==> config.mk <==
export PLATFORM = sky130hd
export DESIGN_NAME = tgcw_ram
export DESIGN_NICKNAME = d
export VERILOG_FILES = /design/src/design/tgcw_ram.sv
export SDC_FILE = /design/constraint.sdc
export NUM_CORES = 1
export LEC_CHECK = 0
export BUFFER_PORTS_ARGS = -buffer_cell sky130_fd_sc_hd__buf_2
export CAP_MARGIN = 25
export CORE_MARGIN = 2
export CORE_UTILIZATION = 60
export DETAILED_ROUTE_END_ITERATION = 6
export PLACE_DENSITY_LB_ADDON = 0.12
export SYNTH_ARGS = -nofsm -noshare
export SYNTH_HDL_FRONTEND = slang
export SYNTH_SLANG_ARGS = --single-unit
==> constraint.sdc <==
create_clock -name clock -period 4.4 [get_ports clock]
set_clock_uncertainty 0.15 [all_clocks]
set_input_delay 0.44 -clock clock [delete_from_list [all_inputs] [get_ports clock]]
set_output_delay 0.44 -clock clock [all_outputs]
set_load 0.02 [all_outputs]
==> src/design/tgcw_ram.sv <==
`timescale 1ns / 1ps
// ============================================================================
// tgcw_ram: generic simple dual-port RAM
// One write port, one read port, read data registered.
// ============================================================================
module tgcw_ram #(
   parameter  int WIDTH  = 8,
   parameter  int DEPTH  = 16,
   localparam int ADDR_W = $clog2(DEPTH)
) (
   input  logic              clock,
   input  logic              wr_en,
   input  logic [ADDR_W-1:0] wr_addr,
   input  logic [WIDTH-1:0]  wr_data,
   input  logic              rd_en,
   input  logic [ADDR_W-1:0] rd_addr,
   output logic [WIDTH-1:0]  rd_data
);

   logic [WIDTH-1:0] mem_ff [DEPTH];
   logic [WIDTH-1:0] rd_data_ff;

   always_ff @(posedge clock) begin
      if (wr_en) begin
         mem_ff[wr_addr] <= wr_data;
      end
      if (rd_en) begin
         rd_data_ff <= mem_ff[rd_addr];
      end
   end

   assign rd_data = rd_data_ff;

endmodule
# Word-level counts from Yosys, hierarchy flattened

Memories as Yosys holds them, arrays and structs flattened. A register that Yosys moved wholly into a read port is not among the register bits.
Index checks and enable logic that the tools add are counted.

Register bits: 0
RAM bits: 128
Bits of input ports: 19
Output and inout bits: 8
Logic and storage cells: 3
Memories kept: 1

Multiplexer cells: 2

Memory list:

| name   | depth | bits a word | rd ports | clocked after memory_dff | wr ports | line | text |
|---|---|---|---|---|---|---|---|
| mem_ff | 16    | 8           | 1        | 1                        | 1        | 20   | `logic [WIDTH-1:0] mem_ff [DEPTH];` |

Operators by type and width:

| cell   | number |
|---|---|
| $mux 1 | 2 |

# Depth between registers and ports, before layout

Word-level depth: 2
Depth in mapped cells: 5

# Worst setup path before layout

OpenSTA, ideal clock, no wires.

Kind: input -> register
Start point: in wr_addr[2]
End point: mem mem_ff[0][0] (enable)
Arrival time: 1.550 ns
Required time: 3.867 ns
Setup slack: 2.317 ns
Stages on the path: 2
Path buffers: 0
Cell sequence: or3b_2 > nor3_1

RTL lines:

| what        | line | text |
|---|---|---|
| from (decl) | 13   | `input logic [ADDR_W-1:0] wr_addr,` |
| to (decl)   | 20   |  |

No word-level cell before the write port.

==> impl.org <==
** STA
- After routing, the total negative slack on setup checks comes to 0 ps.
- Setup repair after global routing missed its margin :: no
- F_max :: 539 MHz
- Slew headroom :: 30.2%
- Portion of the clock cycle consumed by the worst path in the final layout :: 42.2%
- Clock period minus final worst setup slack :: around 1900 ps
- Setup violations remaining at the end of the flow were counted as 0.
- Max-slew violation total from the final report :: 0
- Number of hold violations in the final report :: 0
- Worst-margin pin slew :: 1040 ps

** Detailed routing
- Final routed wire length divided by cell count :: 25.2 um
- Via density per instance :: 6.35
- After detailed routing, the number of remaining DRC violations is 0.
- M1 WL :: 3.91 mm
- The routed design has 9.84 mm of wire.
- The first detailed-routing pass took 4 iterations.
- Iter 0 DRT Violations :: about 180
- Summing over every cut layer, the via total after detailed routing is 2,475.
- Met3 WL post-DR :: 1.00 mm
- Met2 wire length :: slightly below 5 mm
- The detail route stage leaves a number of antenna-violating nets equal to 0.
- The highest metal layer carrying signal wires in the routed design is met4.

** CTS
- Clock tree from TritonCTS :: built
- Post-CTS Hold Fix Bufs :: 0
- Number of buffers added by the clock tree synthesis step :: 17
- The number of setup buffers added after CTS is 0.
- Deepest clock path buffer count :: 2
- CTS placed an instance of sky130_fd_sc_hd__clkbuf_8 at the clock tree root.
- Insertion delay to the later sink of the worst-skew pair :: roughly 510 ps
- After clock tree synthesis, the clock-pin slew on the worst setup and hold paths is roughly 60 ps.
- In this run, post-CTS repair resized a total of 0 instances.
- The clock drives 136 sinks.
- The H-tree generated during clock tree synthesis spans 4 levels.

** Global route
- Pin count of the biggest net entering global routing :: 33
- Across every metal layer, demand over resource in global routing totals 23.0%.
- The initial antenna violation count was 0.
- For this run the aggregate overflow at the end of global routing stands at 0.
- Global-route wire length before repair :: 15.3 mm
- The via count of the first global-routing pass came to 2,556.

** Synthesis
- The cell area that synthesis handed to floorplanning was 5230 um^2.
- Mean cell area of the mapped netlist :: between 20 and 25 um^2
- Synthesis handed over a netlist of 229 instances.
- By area the synthesized netlist is led by sky130_fd_sc_hd__edfxtp_1, sky130_fd_sc_hd__mux4_2, sky130_fd_sc_hd__mux4_1.
- The synthesized netlist contains 18 unique library cells.
- During synthesis, Yosys emitted a total of 0 warnings.
- Sequential cell area fraction in the yosys report :: roughly four fifths
- After synthesis, the largest area contributor takes up 78.1% of total cell area.
- Synthesis-stage register bit count :: around 140
- The synthesized design spends more area on one cell type than any other, namely sky130_fd_sc_hd__edfxtp_1.
- Synthesis produced a netlist with a net count of 248.

** Critical path
- Capturing point of the worst reg2reg path :: rd_data[0]
- Data arrives at the worst endpoint at between 1500 and 2000 ps.
- Register-to-register setup slack :: 2690 ps
- Startpoint types :: primary input
- For the worst setup path, the data required time is 4500 ps.
- The number of cells on the worst reg-to-reg path is 3.
- The worst setup path is of the in -> reg kind.
- Origin of the critical flop-to-flop path :: mem_ff[0][0]
- The worst setup path is captured at a flop.
- Of all nets on the critical path, the largest fanout is 27.

** Power and ir drop
- Net switching power of the design :: 0.606 mW
- Summed over all cells, the static leakage comes to 2.03 nW.
- Across the VDD grid, the largest voltage drop is around 0.28 mV.
- Sequential cell fraction of total power :: 48.3%
- Power per cell area :: 500 nW/um^2
- Switching power share of the total :: 19.9%
- Proportion of power drawn by combinational gates :: 4.4%
- The internal power of the cells totals ~2.4 mW.
- Clock power share :: between 40% and 50%

** Die
- Chip width :: 97.3 um
- For this configuration, the core starts out at a cell density of 60.8%.
- During I/O placement, the number of pins put on the boundary was 27.
- Number of standard-cell rows in the floorplan :: 34
- Die outline height :: between 90 and 100 um
- The core region is 8590 um^2.
- The floorplan step defined a die boundary enclosing approximately 9500 um^2.

** Hold path
- Launch point of the worst hold path :: rd_en
- Worst Hold Depth :: 1
- Class of the worst hold path :: in -> reg
- Endpoint with the worst hold slack :: rd_data[0]

** Run
- # Max-Cap Violations :: 0

** Placement
- Count of input and output buffers :: 26
- The HPWL after detailed placement is 6.04 mm.
- The congestion estimate from routability-driven global placement came to 0.761.

** Outcome
- The run finished with clean final reports.

** Cells and area
- Compared with the post-synthesis result, the final layout area differs by 16.3%.
- After filler insertion, the fill cell instance count of the layout stands at 534.
- Once layout is complete, the utilization of the core stands at 70.7%.
- # nets final :: 288
- N_diodes :: 0
- In the final layout, the share of cells above drive strength 1 is 29.1%.
[critical path, stage by stage]
cell,delay [ps]
sky130_fd_sc_hd__buf_2,230
sky130_fd_sc_hd__buf_12,260
sky130_fd_sc_hd__mux4_1,610
sky130_fd_sc_hd__a22oi_1,310
sky130_fd_sc_hd__nand2_1,100
[layout make-up]
class / count / area [um^2] / area share, %
Clock buffer: 17 / 414 / 6.81
Clock inverter: 15 / 200 / 3.29
Multi-Input combinational cell: 83 / 1060 / 17.5
Sequential cell: 136 / 4080 / 67.2
Tap cell: 108 / 135 / 2.22
Timing Repair Buffer: 31 / 184 / 3.03
[layer usage]
metal,vias to the layer above,GRT usage [%]
met5,-,0
met4,0,7.16
met3,8,6.76
met2,121,34.4
met1,1276,33.9
li1,1070,-
[stage by stage]
step	hold WS (ps)	setup WS [ps]	area [um^2]	cells	power, mW
2_1_floorplan	389	2320	5230	229	1.57
3_3_place_gp	583	1630	5430	356	1.63
3_5_place_dp	587	2030	5450	357	1.63
4_1_cts	124	2520	6070	389	3.06
5_1_grt	127	2470	6080	390	3.13
6_report	149	2540	6080	390	3.04
[synthesized netlist by cell type, drive strengths merged]
cell / n
nand3: 1
a22oi: 16
nor2b: 1
clkdlybuf4s25: 3
nor3: 4
mux4: 32
buf: 7
nand2b: 2
and2b: 1
nand2: 9
nor2: 13
edfxtp: 136
and2: 1
nand3b: 2
or3b: 1
[logic make-up after synthesis]
| group | synth area share [%] |
|---|---|
| AND/OR/NAND/NOR | 3.14 |
| flip-flops | 78.1 |
| AO/OA/AOI/OAI | 2.30 |
| multiplexers | 14.8 |
| buffers and inverters | 1.65 |
[flip-flops by register name, indices dropped and copies added, names as in the netlist]
| signal | count |
|---|---|
| mem_ff | 128 |
| rd_data | 8 |
[how the worst max path moves through the flow]
stage | from | slack [ps] | endpoint | depth (start not counted)
after floorplan | wr_addr[2] | 2320 | mem_ff[0][0] | 2
after global placement | rd_addr[0] | 1630 | rd_data[2] | 4
after detailed placement | rd_addr[0] | 2030 | rd_data[2] | 5
after CTS | rd_addr[0] | 2520 | rd_data[0] | 5
after global routing | rd_addr[0] | 2470 | rd_data[0] | 5
final | rd_addr[0] | 2540 | rd_data[0] | 5
[power groups by stage]
stage | sequential, mW | combinational, mW | clock [mW]
after floorplan | 1.50 | 0.0737 | 0
after global placement | 1.49 | 0.132 | 0
after detailed placement | 1.50 | 0.136 | 0
after CTS | 1.47 | 0.136 | 1.46
after global routing | 1.47 | 0.146 | 1.51
final | 1.47 | 0.135 | 1.44
[placed cells by master (no fill, tap or decap)]
cell and count:
sky130_fd_sc_hd__edfxtp_1 136, sky130_fd_sc_hd__buf_2 26, sky130_fd_sc_hd__mux4_2 18, sky130_fd_sc_hd__a22oi_1 16, sky130_fd_sc_hd__clkbuf_16 16, sky130_fd_sc_hd__mux4_1 14, sky130_fd_sc_hd__nor2_1 13, sky130_fd_sc_hd__nand2_1 9
sky130_fd_sc_hd__bufinv_16 4, sky130_fd_sc_hd__nor3_1 3, sky130_fd_sc_hd__clkinv_4 3, sky130_fd_sc_hd__clkinvlp_4 3, sky130_fd_sc_hd__buf_4 3, sky130_fd_sc_hd__nand3b_1 2, sky130_fd_sc_hd__nand2b_1 2, sky130_fd_sc_hd__clkinv_2 2
sky130_fd_sc_hd__inv_6 2, sky130_fd_sc_hd__nor2b_1 1, sky130_fd_sc_hd__and2_1 1, sky130_fd_sc_hd__and2b_1 1, sky130_fd_sc_hd__nand3_1 1, sky130_fd_sc_hd__nor3_2 1, sky130_fd_sc_hd__or3b_2 1, sky130_fd_sc_hd__clkbuf_8 1
sky130_fd_sc_hd__clkinv_1 1, sky130_fd_sc_hd__buf_6 1, sky130_fd_sc_hd__buf_12 1
Power figures use the tool's default switching activity.
